--- src/sv/tapid_pkg.sv ---
// Package for the three-axis PID block: widths, register indexes, commands.
// No dependencies; every other file imports it.
package tapid_pkg;

  localparam int ANGLE_FRAC_BITS = 6;
  localparam int GAIN_FRAC_BITS  = 12;
  localparam int COEF_BITS       = 16;
  localparam int ERR_W           = 15;
  localparam int GAIN_W          = 48;
  localparam int REG16_W         = 16;
  localparam int IDX_W           = 3;
  localparam int ACC_W           = 72;
  localparam int MUL_W           = 25;
  localparam int MULB_W          = 17;

  localparam logic [IDX_W-1:0] REG_PITCH_GAINS = 3'd0;
  localparam logic [IDX_W-1:0] REG_ROLL_GAINS  = 3'd1;
  localparam logic [IDX_W-1:0] REG_YAW_GAINS   = 3'd2;
  localparam logic [IDX_W-1:0] REG_OUT_LIMIT   = 3'd3;
  localparam logic [IDX_W-1:0] REG_PITCH_RATE  = 3'd4;
  localparam logic [IDX_W-1:0] REG_ROLL_RATE   = 3'd5;
  localparam logic [IDX_W-1:0] REG_DERIV_COEF  = 3'd6;
  localparam logic [IDX_W-1:0] REG_OUT_COEF    = 3'd7;

  localparam logic [GAIN_W-1:0] YAW_GAINS_RESET = 48'd225180867888965;

  // Datapath micro-operations, one per controller step.
  typedef enum logic [3:0] {
    OP_LOAD   = 4'd0,  // latch errors of the beat
    OP_INT    = 4'd1,  // e*ki, integrate and clamp
    OP_DIFF   = 4'd2,  // c*(diff - D)
    OP_DSAT   = 4'd3,  // saturate D, start D*kd
    OP_DK     = 4'd4,  // (D*kd)*100
    OP_EKP    = 4'd5,  // e*kp
    OP_EKPS   = 4'd6,  // (e*kp)*scale, form sum
    OP_SLEW   = 4'd7,  // clamp sum, slew limit, f*r
    OP_SMOOTH = 4'd8,  // update smoothed output
    OP_OUT    = 4'd9   // assemble result
  } op_t;

  typedef struct packed {
    op_t        op;
    logic [1:0] axis;
  } dp_cmd_t;

endpackage

--- src/sv/tapid_if.sv ---
// Valid/ready channel interfaces for the three-axis PID block.
// Depends on tapid_pkg for field widths.
interface tapid_in_if import tapid_pkg::*; (input logic clk);
  logic                    valid;
  logic                    ready;
  logic signed [ERR_W-1:0] pitch_error;
  logic signed [ERR_W-1:0] roll_error;
  logic signed [ERR_W-1:0] yaw_error;
  modport source (output valid, pitch_error, roll_error, yaw_error, input ready);
  modport sink   (input valid, pitch_error, roll_error, yaw_error, output ready);
endinterface

interface tapid_out_if (input logic clk);
  logic               valid;
  logic               ready;
  logic signed [16:0] pitch_drive;
  logic signed [16:0] roll_drive;
  logic        [15:0] yaw_drive;
  modport source (output valid, pitch_drive, roll_drive, yaw_drive, input ready);
  modport sink   (input valid, pitch_drive, roll_drive, yaw_drive, output ready);
endinterface

interface tapid_cfg_if import tapid_pkg::*; (input logic clk);
  logic              valid;
  logic              ready;
  logic [IDX_W-1:0]  index;
  logic [GAIN_W-1:0] data;
  modport source (output valid, index, data, input ready);
  modport sink   (input valid, index, data, output ready);
endinterface

--- src/sv/tapid_ctrl.sv ---
// Sequencer for the three-axis PID block: steps each axis through the datapath.
// Depends on tapid_pkg.
module tapid_ctrl import tapid_pkg::*; (
  input  logic    clk,
  input  logic    rst_n,
  input  logic    in_valid,
  output logic    in_ready,
  output logic    out_valid,
  input  logic    out_ready,
  output logic    cmd_en,
  output dp_cmd_t cmd
);

  typedef enum logic [2:0] {
    S_IDLE = 3'b001,
    S_RUN  = 3'b010,
    S_DONE = 3'b100
  } state_t;

  state_t     state_r, state_nxt;
  op_t        op_r, op_nxt;
  logic [1:0] axis_r, axis_nxt;
  logic       ovalid_r, ovalid_nxt;

  assign in_ready  = (state_r == S_IDLE);
  assign out_valid = ovalid_r;
  assign cmd.op    = (state_r == S_IDLE) ? OP_LOAD : op_r;
  assign cmd.axis  = axis_r;
  assign cmd_en    = (state_r == S_IDLE) ? in_valid
                   : (state_r == S_RUN) ? !(op_r == OP_OUT && ovalid_r) : 1'b0;

  always_comb begin
    state_nxt  = state_r;
    op_nxt     = op_r;
    axis_nxt   = axis_r;
    ovalid_nxt = ovalid_r && !out_ready;
    case (state_r)
      S_IDLE: begin
        if (in_valid) begin
          state_nxt = S_RUN;
          op_nxt    = OP_INT;
          axis_nxt  = 2'd0;
        end
      end
      S_RUN: begin
        case (op_r)
          OP_INT:    op_nxt = OP_DIFF;
          OP_DIFF:   op_nxt = OP_DSAT;
          OP_DSAT:   op_nxt = OP_DK;
          OP_DK:     op_nxt = OP_EKP;
          OP_EKP:    op_nxt = OP_EKPS;
          OP_EKPS:   op_nxt = (axis_r == 2'd2) ? OP_OUT : OP_SLEW;
          OP_SLEW:   op_nxt = OP_SMOOTH;
          OP_SMOOTH: begin
            op_nxt   = OP_INT;
            axis_nxt = axis_r + 2'd1;
          end
          OP_OUT: begin
            if (!ovalid_r) begin
              ovalid_nxt = 1'b1;
              state_nxt  = S_IDLE;
            end
          end
          default:   op_nxt = OP_INT;
        endcase
      end
      default: state_nxt = S_IDLE;
    endcase
  end

  always_ff @(posedge clk) begin
    if (!rst_n) begin
      state_r  <= S_IDLE;
      op_r     <= OP_INT;
      axis_r   <= 2'd0;
      ovalid_r <= 1'b0;
    end else begin
      state_r  <= state_nxt;
      op_r     <= op_nxt;
      axis_r   <= axis_nxt;
      ovalid_r <= ovalid_nxt;
    end
  end

  a_onehot: assert property (@(posedge clk) disable iff (!rst_n) $onehot(state_r))
    else $error("state not one-hot");
  a_load_idle: assert property (@(posedge clk) disable iff (!rst_n)
    in_valid && in_ready |=> state_r == S_RUN && axis_r == 2'd0)
    else $error("accept did not start axis 0");
  a_axis: assert property (@(posedge clk) disable iff (!rst_n) axis_r != 2'd3)
    else $error("axis out of range");
  a_done_result: assert property (@(posedge clk) disable iff (!rst_n)
    state_r == S_RUN && $past(state_r) == S_RUN && state_nxt == S_IDLE |=> out_valid)
    else $error("finished item without result");

endmodule

--- src/sv/tapid_dp.sv ---
// Datapath for the three-axis PID block: register file, state and shared multiplier.
// Depends on tapid_pkg; commanded by tapid_ctrl.
module tapid_dp import tapid_pkg::*; (
  input  logic               clk,
  input  logic               rst_n,
  input  logic               cfg_we,
  input  logic [IDX_W-1:0]   cfg_index,
  input  logic [GAIN_W-1:0]  cfg_data,
  input  logic               cmd_en,
  input  dp_cmd_t            cmd,
  input  logic signed [ERR_W-1:0] in_pitch,
  input  logic signed [ERR_W-1:0] in_roll,
  input  logic signed [ERR_W-1:0] in_yaw,
  output logic signed [16:0] pitch_drive,
  output logic signed [16:0] roll_drive,
  output logic        [15:0] yaw_drive
);

  localparam logic signed [ACC_W-1:0] ONE = ACC_W'(1) <<< GAIN_FRAC_BITS;

  logic [GAIN_W-1:0]  gains_r [3];
  logic [REG16_W-1:0] lim_r, prate_r, rrate_r, dcoef_r, ocoef_r;

  logic signed [23:0] integ_r [3];
  logic signed [15:0] prev_r  [3];
  logic signed [23:0] deriv_r [3];
  logic signed [17:0] smooth_r [2];

  logic signed [15:0] err_r [3];
  logic signed [ACC_W-1:0] prod_r, sum_r;
  logic signed [16:0] pd_r, rd_r;
  logic        [15:0] yd_r;

  // One shared 25 x 17 bit signed multiplier; constant scales use shifts and adds.
  logic signed [MUL_W-1:0]        mul_a;
  logic signed [MULB_W-1:0]       mul_b;
  logic signed [MUL_W+MULB_W-1:0] mul_w;
  logic signed [ACC_W-1:0]        mul_p;
  assign mul_w = mul_a * mul_b;
  assign mul_p = ACC_W'(mul_w);

  logic [1:0] ax;
  logic signed [ACC_W-1:0] e, kp, ki, kd, ilo, ihi, ylo, yhi, sm, rate, t, r;
  logic signed [ACC_W-1:0] prod_sat, dk100, pks;
  assign ax = cmd.axis;

  function automatic logic signed [ACC_W-1:0] clampv(
    input logic signed [ACC_W-1:0] v, lo, hi);
    if (v < lo) return lo;
    if (v > hi) return hi;
    return v;
  endfunction

  always_comb begin
    e    = ACC_W'(err_r[ax]);
    kp   = ACC_W'({1'b0, gains_r[ax][15:0]});
    ki   = ACC_W'({1'b0, gains_r[ax][31:16]});
    kd   = ACC_W'({1'b0, gains_r[ax][47:32]});
    ilo  = (ax == 2'd2) ? '0 : -(ONE * 8);
    ihi  = (ax == 2'd2) ? ONE * 200 : ONE * 8;
    ylo  = (ax == 2'd2) ? '0 : -ACC_W'({1'b0, lim_r});
    yhi  = (ax == 2'd2) ? ONE * 1000 : ACC_W'({1'b0, lim_r});
    sm   = ACC_W'(smooth_r[ax[0]]);
    rate = ACC_W'({1'b0, ax[0] ? rrate_r : prate_r});
    t    = clampv(sum_r, ylo, yhi);
    r    = clampv(t - sm, -rate, rate);
    prod_sat = clampv(prod_r >>> COEF_BITS, -ACC_W'(8388608), ACC_W'(8388607));
    // x*100 = 64x + 32x + 4x; x*20 = 16x + 4x; x*10 = 8x + 2x
    dk100 = (prod_r <<< 6) + (prod_r <<< 5) + (prod_r <<< 2);
    pks   = (ax == 2'd2) ? (prod_r <<< 4) + (prod_r <<< 2)
                         : (prod_r <<< 3) + (prod_r <<< 1);
    mul_a = '0;
    mul_b = '0;
    case (cmd.op)
      OP_INT:  begin mul_a = MUL_W'(e); mul_b = MULB_W'(ki); end
      OP_DIFF: begin
        mul_a = MUL_W'(((e - ACC_W'(prev_r[ax])) <<< (GAIN_FRAC_BITS - ANGLE_FRAC_BITS))
                - ACC_W'(deriv_r[ax]));
        mul_b = MULB_W'({1'b0, dcoef_r});
      end
      OP_DSAT: begin mul_a = MUL_W'(prod_sat); mul_b = MULB_W'(kd); end
      OP_EKP:  begin mul_a = MUL_W'(e); mul_b = MULB_W'(kp); end
      OP_SLEW: begin mul_a = MUL_W'(r); mul_b = MULB_W'({1'b0, ocoef_r}); end
      default: ;
    endcase
  end

  always_ff @(posedge clk) begin
    if (!rst_n) begin
      gains_r[0] <= '0;
      gains_r[1] <= '0;
      gains_r[2] <= YAW_GAINS_RESET;
      lim_r   <= 16'd16384;
      prate_r <= 16'd40960;
      rrate_r <= 16'd40960;
      dcoef_r <= 16'd32768;
      ocoef_r <= 16'd32768;
      for (int i = 0; i < 3; i++) begin
        integ_r[i] <= '0;
        prev_r[i]  <= '0;
        deriv_r[i] <= '0;
      end
      smooth_r[0] <= '0;
      smooth_r[1] <= '0;
    end else begin
      if (cfg_we) begin
        case (cfg_index)
          REG_PITCH_GAINS: gains_r[0] <= cfg_data;
          REG_ROLL_GAINS:  gains_r[1] <= cfg_data;
          REG_YAW_GAINS:   gains_r[2] <= cfg_data;
          REG_OUT_LIMIT:   lim_r      <= cfg_data[15:0];
          REG_PITCH_RATE:  prate_r    <= cfg_data[15:0];
          REG_ROLL_RATE:   rrate_r    <= cfg_data[15:0];
          REG_DERIV_COEF:  dcoef_r    <= cfg_data[15:0];
          REG_OUT_COEF:    ocoef_r    <= cfg_data[15:0];
          default: ;
        endcase
      end
      if (cmd_en) begin
        case (cmd.op)
          OP_INT:  integ_r[ax] <= 24'(clampv(ACC_W'(integ_r[ax]) + (mul_p >>> ANGLE_FRAC_BITS),
                                             ilo, ihi));
          OP_DSAT: deriv_r[ax] <= 24'(prod_sat);
          OP_EKPS: prev_r[ax]  <= 16'(e);
          OP_SMOOTH: smooth_r[ax[0]] <= 18'(clampv(sm + (prod_r >>> COEF_BITS),
                                                   -ACC_W'(131072), ACC_W'(131071)));
          default: ;
        endcase
      end
    end
  end

  always_ff @(posedge clk) begin
    if (!rst_n) begin
      pd_r <= '0;
      rd_r <= '0;
      yd_r <= '0;
    end else if (cmd_en) begin
      prod_r <= mul_p;
      case (cmd.op)
        OP_LOAD: begin
          err_r[0] <= 16'(in_pitch);
          err_r[1] <= 16'(in_roll);
          err_r[2] <= -16'(in_yaw);
        end
        OP_DK:   sum_r <= (dk100 >>> GAIN_FRAC_BITS) + ACC_W'(integ_r[ax]);
        OP_EKPS: sum_r <= sum_r + (pks >>> ANGLE_FRAC_BITS);
        OP_OUT: begin
          pd_r  <= 17'(clampv(ACC_W'(smooth_r[0]), -ACC_W'(65536), ACC_W'(65535)));
          rd_r  <= 17'(clampv(-ACC_W'(smooth_r[1]), -ACC_W'(65536), ACC_W'(65535)));
          yd_r  <= 16'(clampv(t >>> (GAIN_FRAC_BITS - ANGLE_FRAC_BITS), '0,
                              ACC_W'(65535)));
        end
        default: ;
      endcase
    end
  end

  assign pitch_drive = pd_r;
  assign roll_drive  = rd_r;
  assign yaw_drive   = yd_r;

  a_yaw_int: assert property (@(posedge clk) disable iff (!rst_n)
    integ_r[2] >= 0 && integ_r[2] <= 24'sd819200) else $error("yaw integral out of range");
  a_pr_int: assert property (@(posedge clk) disable iff (!rst_n)
    integ_r[0] >= -24'sd32768 && integ_r[0] <= 24'sd32768) else $error("pitch integral");
  a_cfg_hold: assert property (@(posedge clk) disable iff (!rst_n)
    !$past(cfg_we) |-> $stable(lim_r)) else $error("limit changed without write");
  a_yaw_le: assert property (@(posedge clk) disable iff (!rst_n)
    yd_r <= 16'd64000) else $error("yaw drive above limit");

endmodule

--- src/sv/three_axis_pid_slew_limited.sv ---
// Top level of the three-axis PID block with slew limiting.
// Depends on tapid_pkg, tapid_if, tapid_ctrl and tapid_dp.
//
//   channel | direction | payload
//   in_     | sink      | pitch_error, roll_error, yaw_error (15b signed)
//   out_    | source    | pitch_drive, roll_drive (17b signed), yaw_drive (16b)
//   cfg_    | sink      | index (3b), data (48b)
//
// From accept to result, one shared multiplier walks eight steps for pitch and
// roll and six for yaw, plus a load step and a result step.
// Reset (synchronous, rst_n low) loads register defaults; clears axis and FSM state.
// A held result stalls the next item only at its result step; cfg is always ready.
module three_axis_pid_slew_limited import tapid_pkg::*; (
  input logic clk,
  input logic rst_n,
  tapid_in_if.sink    in_ch,
  tapid_out_if.source out_ch,
  tapid_cfg_if.sink   cfg_ch
);

  logic    cmd_en;
  dp_cmd_t cmd;

  // Take configuration beats at any time.
  assign cfg_ch.ready = 1'b1;

  tapid_ctrl u_ctrl (
    .clk,
    .rst_n,
    .in_valid  (in_ch.valid),
    .in_ready  (in_ch.ready),
    .out_valid (out_ch.valid),
    .out_ready (out_ch.ready),
    .cmd_en,
    .cmd
  );

  tapid_dp u_dp (
    .clk,
    .rst_n,
    .cfg_we      (cfg_ch.valid),
    .cfg_index   (cfg_ch.index),
    .cfg_data    (cfg_ch.data),
    .cmd_en,
    .cmd,
    .in_pitch    (in_ch.pitch_error),
    .in_roll     (in_ch.roll_error),
    .in_yaw      (in_ch.yaw_error),
    .pitch_drive (out_ch.pitch_drive),
    .roll_drive  (out_ch.roll_drive),
    .yaw_drive   (out_ch.yaw_drive)
  );

endmodule
--- src/flat_wrapper.sv ---
// flat-port wrapper written by rule: the top's interface ports become plain ports
module three_axis_pid_slew_limited_flat import tapid_pkg::*;
  (clk, rst_n, in_ch_valid, in_ch_pitch_error, in_ch_roll_error, in_ch_yaw_error, in_ch_ready, out_ch_valid, out_ch_pitch_drive, out_ch_roll_drive, out_ch_yaw_drive, out_ch_ready, cfg_ch_valid, cfg_ch_index, cfg_ch_data, cfg_ch_ready);
  tapid_in_if in_ch_i (.clk(clk));
  tapid_out_if out_ch_i (.clk(clk));
  tapid_cfg_if cfg_ch_i (.clk(clk));
  input logic clk;
  input logic rst_n;
  input wire logic [$bits(in_ch_i.valid)-1:0] in_ch_valid;
  input wire logic [$bits(in_ch_i.pitch_error)-1:0] in_ch_pitch_error;
  input wire logic [$bits(in_ch_i.roll_error)-1:0] in_ch_roll_error;
  input wire logic [$bits(in_ch_i.yaw_error)-1:0] in_ch_yaw_error;
  output wire logic [$bits(in_ch_i.ready)-1:0] in_ch_ready;
  output wire logic [$bits(out_ch_i.valid)-1:0] out_ch_valid;
  output wire logic [$bits(out_ch_i.pitch_drive)-1:0] out_ch_pitch_drive;
  output wire logic [$bits(out_ch_i.roll_drive)-1:0] out_ch_roll_drive;
  output wire logic [$bits(out_ch_i.yaw_drive)-1:0] out_ch_yaw_drive;
  input wire logic [$bits(out_ch_i.ready)-1:0] out_ch_ready;
  input wire logic [$bits(cfg_ch_i.valid)-1:0] cfg_ch_valid;
  input wire logic [$bits(cfg_ch_i.index)-1:0] cfg_ch_index;
  input wire logic [$bits(cfg_ch_i.data)-1:0] cfg_ch_data;
  output wire logic [$bits(cfg_ch_i.ready)-1:0] cfg_ch_ready;
  assign in_ch_i.valid = in_ch_valid;
  assign in_ch_i.pitch_error = in_ch_pitch_error;
  assign in_ch_i.roll_error = in_ch_roll_error;
  assign in_ch_i.yaw_error = in_ch_yaw_error;
  assign in_ch_ready = in_ch_i.ready;
  assign out_ch_valid = out_ch_i.valid;
  assign out_ch_pitch_drive = out_ch_i.pitch_drive;
  assign out_ch_roll_drive = out_ch_i.roll_drive;
  assign out_ch_yaw_drive = out_ch_i.yaw_drive;
  assign out_ch_i.ready = out_ch_ready;
  assign cfg_ch_i.valid = cfg_ch_valid;
  assign cfg_ch_i.index = cfg_ch_index;
  assign cfg_ch_i.data = cfg_ch_data;
  assign cfg_ch_ready = cfg_ch_i.ready;
  three_axis_pid_slew_limited u_core (.clk(clk), .rst_n(rst_n), .in_ch(in_ch_i), .out_ch(out_ch_i), .cfg_ch(cfg_ch_i));
endmodule
--- config.mk ---
export PLATFORM = sky130hd
export DESIGN_NAME = three_axis_pid_slew_limited_flat
export DESIGN_NICKNAME = d
export VERILOG_FILES = /design/src/sv/tapid_pkg.sv /design/src/sv/tapid_if.sv /design/src/sv/tapid_ctrl.sv /design/src/sv/tapid_dp.sv /design/src/sv/three_axis_pid_slew_limited.sv /design/src/flat_wrapper.sv
export SDC_FILE = /design/constraint.sdc
export NUM_CORES = 2
export LEC_CHECK = 0
export BUFFER_PORTS_ARGS = -buffer_cell sky130_fd_sc_hd__buf_2
export CELL_PAD_IN_SITES_DETAIL_PLACEMENT = 2
export CELL_PAD_IN_SITES_GLOBAL_PLACEMENT = 2
export CORE_ASPECT_RATIO = 1.25
export CORE_UTILIZATION = 45
export CTS_BUF_LIST = sky130_fd_sc_hd__clkbuf_4
export DETAILED_ROUTE_END_ITERATION = 10
export GPL_ROUTABILITY_DRIVEN = 0
export PLACE_DENSITY = 0.95
export SKIP_LAST_GASP = 1
export SYNTH_ARGS = -nofsm -noshare
export SYNTH_HDL_FRONTEND = slang
export SYNTH_SLANG_ARGS = --single-unit
--- constraint.sdc ---
create_clock -name clk -period 47.8 [get_ports clk]
set_clock_uncertainty 0.2 [all_clocks]
set_input_delay 2.39 -clock clk [delete_from_list [all_inputs] [get_ports clk]]
set_output_delay 2.39 -clock clk [all_outputs]
set_load 0.05 [all_outputs]
==> reports/metrics.yaml, run 1 <==
clock_network:
  postCtsHoldBufs: 0
  cts-root-buf: "clkbuf_4"
  clock_sinks: 738
  cts.htree.levels: 4
  clk_path_buf_depth: 3
  postCtsSetupBuffers: 0
  post_cts_resized: 0
  numCtsBuffers: 203
outcome:
  error: "[ERROR GRT-0116] Global routing finished with congestion. Check the congestion regions in the DRC Viewer."
  status: "stopped before the end"
  haltStage: "5_1_grt"
synthesis:
  ys_seq_elements: 738
  synth_area_per_cell_um2: 9.04
  netlist-cell-type-count: 107
  synth_edf_count: 596
  async_flop_share_pct: 0
  synthesis.nets: 9467
  yosysWarnings: 0
  syn_inst: 8227
  synthFlopType: "edfxtp_1"
  seq_area_frac_synth_pct: 27.9
  syn_area_mm2: 0.0743
global_route:
  grt_remaining_overflow: 4062
  grt_start_max_net_pins: 86
  grt_pass1_vias: 108000
  track_usage_pct: 81.5
  grt_pass1_wl_um: 976000
placed_design:
  io_buffer_count: 152
  hpwl_um: 318000
die:
  ioPinCount: 154
  rows: 166
  die_x_um: 366
  start_util_pct: 45.4
  die_height_um: 456
==> cells in the mapped netlist, drive strengths merged (80+ instances only) <==
library cell	n	area (µm²)
nor2b	83	519
xnor2	233	2040
nand2	867	3250
o21ai	417	2100
ha	702	8780
nor2	800	3000
nand3	150	751
mux4	80	1800
a21o	250	1880
inv	787	2950
dfxtp	142	2840
nand4	107	669
and2	166	1040
edfxtp	596	17900
a211oi	100	766
nor3	120	601
a21boi	96	721
clkbuf	265	996
nand2b	116	726
xor2	128	1120
fa	437	8750
a21oi	537	2700
mux2i	94	941
==> through the flow <==
stage,worst slack (ns),hold WS (ns),utilization (%),cell area [µm²],cells
CTS,18.19,0.287,49.1,80500,10700
detailed placement,21.02,0.266,47.4,77700,10300
floorplan,25.97,0.235,-,74300,8227
global placement,24.24,0.232,47.4,77700,10300
==> routing by layer <==
metal  GRT usage (%)  overflow
met1            79.3        93
met4            82.3       903
met2            98.8      2947
met5            46.2        13
met3            65.8       106
==> cell families after synthesis <==
group | Yosys count | synth area share [%]
and+or+nand+nor | 2682 | 16.8
AOI/OAI and AO/OA | 1987 | 17.7
adders and majority gates | 1140 | 23.6
buffers and inverters | 1124 | 5.77
DFF | 738 | 27.9
xor gates and xnor gates | 363 | 4.31
muxes | 192 | 3.96
other | 1 | 0.00504
==> inputs of run 2 (changes only) <==
--- a/config.mk
+++ b/config.mk
@@ -6,14 +6,10 @@
 export NUM_CORES = 2
 export LEC_CHECK = 0
 export BUFFER_PORTS_ARGS = -buffer_cell sky130_fd_sc_hd__buf_2
-export CELL_PAD_IN_SITES_DETAIL_PLACEMENT = 2
-export CELL_PAD_IN_SITES_GLOBAL_PLACEMENT = 2
-export CORE_ASPECT_RATIO = 1.25
-export CORE_UTILIZATION = 45
-export CTS_BUF_LIST = sky130_fd_sc_hd__clkbuf_4
+export CORE_UTILIZATION = 30
 export DETAILED_ROUTE_END_ITERATION = 10
 export GPL_ROUTABILITY_DRIVEN = 0
-export PLACE_DENSITY = 0.95
+export PLACE_DENSITY_LB_ADDON = 0.15
 export SKIP_LAST_GASP = 1
 export SYNTH_ARGS = -nofsm -noshare
 export SYNTH_HDL_FRONTEND = slang
==> reports/metrics.yaml, run 2 <==
outcome:
  status: "finished, final reports clean"
clock_network:
  clock_sinks: 738
  postCtsHoldBufs: 0
  clk_latency_ns: 0.77
  path_clk_slew_ns: 0.06
  cts_tree: "done"
  postCtsSetupBuffers: 0
  numCtsBuffers: 93
  clk_path_buf_depth: 3
  cts.htree.levels: 3
  cts-root-buf: "clkbuf_16"
  post_cts_resized: 0
die:
  core_mm2: 0.246
  die_area_mm2: 0.250
  die_x_um: 500
  start_util_pct: 30.2
  rows: 182
  ioPinCount: 154
  die_height_um: 500
final_layout:
  mostFrequentLayoutCells: "nand2_1 (862), nor2_1 (798), inv_1 (785)"
  seq_area_mm2: 0.0207
  largest_register: "u_core.u_dp.gains_r"
  nets: 9505
  fin_cells: 11700
  reg_top3: "u_core.u_dp.gains_r: 144 flops, u_core.u_dp.deriv_r: 96 flops, u_core.u_dp.integ_r: 96 flops"
  largest_register_ffs: 144
  multi_input_area_mm2: 0.0496
  area_delta_synth_final_pct: 10.8
  drive_above_1_share_pct: 7.95
  final_common_cell: "nand2_1"
  fillers: 25600
synthesis:
  synth_area_leaders: "edfxtp_1 (24%), ha_1 (12%), fa_1 (12%)"
  syn_area_mm2: 0.0743
  async_flop_share_pct: 0
  ys_seq_elements: 738
  yosys.area.top_type_share_pct: 24.1
  synthesis.nets: 9467
  synthFlopType: "edfxtp_1"
  synth_area_per_cell_um2: 9.04
  seq_area_frac_synth_pct: 27.9
  syn_inst: 8227
  yosysWarnings: 0
  yosys.area.top_type: "edfxtp_1"
  synth_common_cells: "nand2_1 (867), nor2_1 (800), inv_1 (787)"
  netlist-cell-type-count: 107
  synth_edf_count: 596
  synth_most_common_cell: "nand2_1"
sta:
  fmax_mhz: 40.3
  slew_headroom_pct: 17.4
  finalCriticalPeriod_ns: 24.78
  hold_viol: 0
  worst_slew_pin_slew_ns: 1.23
  setup_viol_count_final: 0
  grt_setup_unrepaired: "no"
  post-route-period-util_pct: 51.9
  final-max-slew-violation-count: 0
  fin_tns_setup_ns: 0
routing:
  num_vias: 62800
  ant_nets: 0
  vias_per_cell: 5.38
  drtIter0Drc: 5537
  drt-total-wl_um: 283000
  firstDrtPassIters: 5
  wl_per_cell_um: 24.2
  drc: 0
critical_path:
  worst_setup_path_start_kind: "register"
  path_class: "reg -> reg"
  critPathLaunch: "u_core.u_ctrl.axis_r[0]"
  cpMostUsedCell: "inv_1"
  reg2reg_depth: 81
  crit_arrival_ns: 25.01
  timing.rr.start: "u_core.u_ctrl.axis_r[0]"
  cp.required_ns: 48.03
  slowest_delay_ns: 0.91
  slowest_stage: "and3_1"
  crit_fanout: 81
  cp-end-kind: "register"
placed_design:
  hpwl_um: 221000
  place_inst: 11500
  io_buffer_count: 152
pwr:
  power_density_mw_per_mm2: 41.0
  peakVddDrop_uv: 28.9
  p_leak_nw: 34.6
  finalPower_mw: 3.38
global_route:
  grt_remaining_overflow: 0
  grt_pass1_wl_um: 413000
  grt_start_max_net_pins: 82
  track_usage_pct: 22.2
  antenna_found_initial: 25
  grt_pass1_vias: 62000
worst_hold_path:
  min-delay-start: "u_core.u_dp.yaw_drive[2]"
  hp-class: "reg -> reg"
  hold_depth: 2
job:
  drv_cap: 0
[run 2: cell counts after synthesis]
Identical to the previous run, type by type.
[run 2: cell type report]
| type | count | area share (%) |
|---|---|---|
| Multi-Input combinational cell | 6365 | 60.2 |
| Sequential cell | 738 | 25.2 |
| Tap cell | 3312 | 5.03 |
| Inverter | 788 | 3.59 |
| Clock buffer | 106 | 2.96 |
| Timing Repair Buffer | 279 | 2.10 |
| Clock inverter | 65 | 0.878 |
| Antenna cell | 8 | 0.0243 |
[run 2: stage by stage]
stage          instance area (µm²)  setup WS [ns]  hold slack [ns]  utilization (%)
6_report                     82400          23.02            0.252             33.5
5_1_grt                      82400          21.28            0.279             33.5
4_1_cts                      82400          23.36            0.256             33.5
3_5_place_dp                 79200          23.47            0.242             32.2
3_3_place_gp                 79200          24.05            0.238             32.2
2_1_floorplan                74300          25.97            0.235                -
[run 2: critical path: cells and delay by family, from the launching register on]
family          cells  cell delay (ns)
simple gates       17             5.00
mux                 3             1.03
xor+xnor            3             1.09
buf+inv            12             1.99
compound gates     32             8.81
flops               1             0.30
fa+ha+maj          14             5.86
[run 2: metal layers]
metal | vias up | wire length [µm] | part of all wire [%] | track usage [%]
li1 | 29200 | - | - | -
met1 | 31300 | 128000 | 45 | 30.5
met2 | 1897 | 128000 | 45 | 35.4
met3 | 352 | 16700 | 5.9 | 3.28
met4 | 4 | 9630 | 3.4 | 7.27
met5 | - | 54 | 0.019 | 0
[run 2: power breakdown]
group | internal, mW | leakage [nW] | total, mW | switching (mW)
sequential | 0.769 | 6.95 | 0.786 | 0.0169
combinational | 0.669 | 26.1 | 1.85 | 1.18
clock | 0.424 | 1.54 | 0.738 | 0.314
total | 1.86 | 34.6 | 3.38 | 1.52
[run 2: cells by family after synthesis]
group / synth area share (%)
mux: 3.96
fa+ha+maj: 23.6
buf+inv: 5.77
other cells: 0.00504
flops: 27.9
xor+xnor: 4.31
simple gates: 16.8
compound gates: 17.7
[run 2: path summary, 6_finish.rpt]
path | end | slack [ns]
worst min register to register | u_core.u_dp.yaw_drive[2] | 0.25
worst max-delay path | u_core.u_dp.integ_r[2][5] | 23.02
worst min-delay path | u_core.u_dp.yaw_drive[2] | 0.25
worst max register to register | u_core.u_dp.integ_r[2][5] | 23.02
Power figures use the tool's default switching activity.
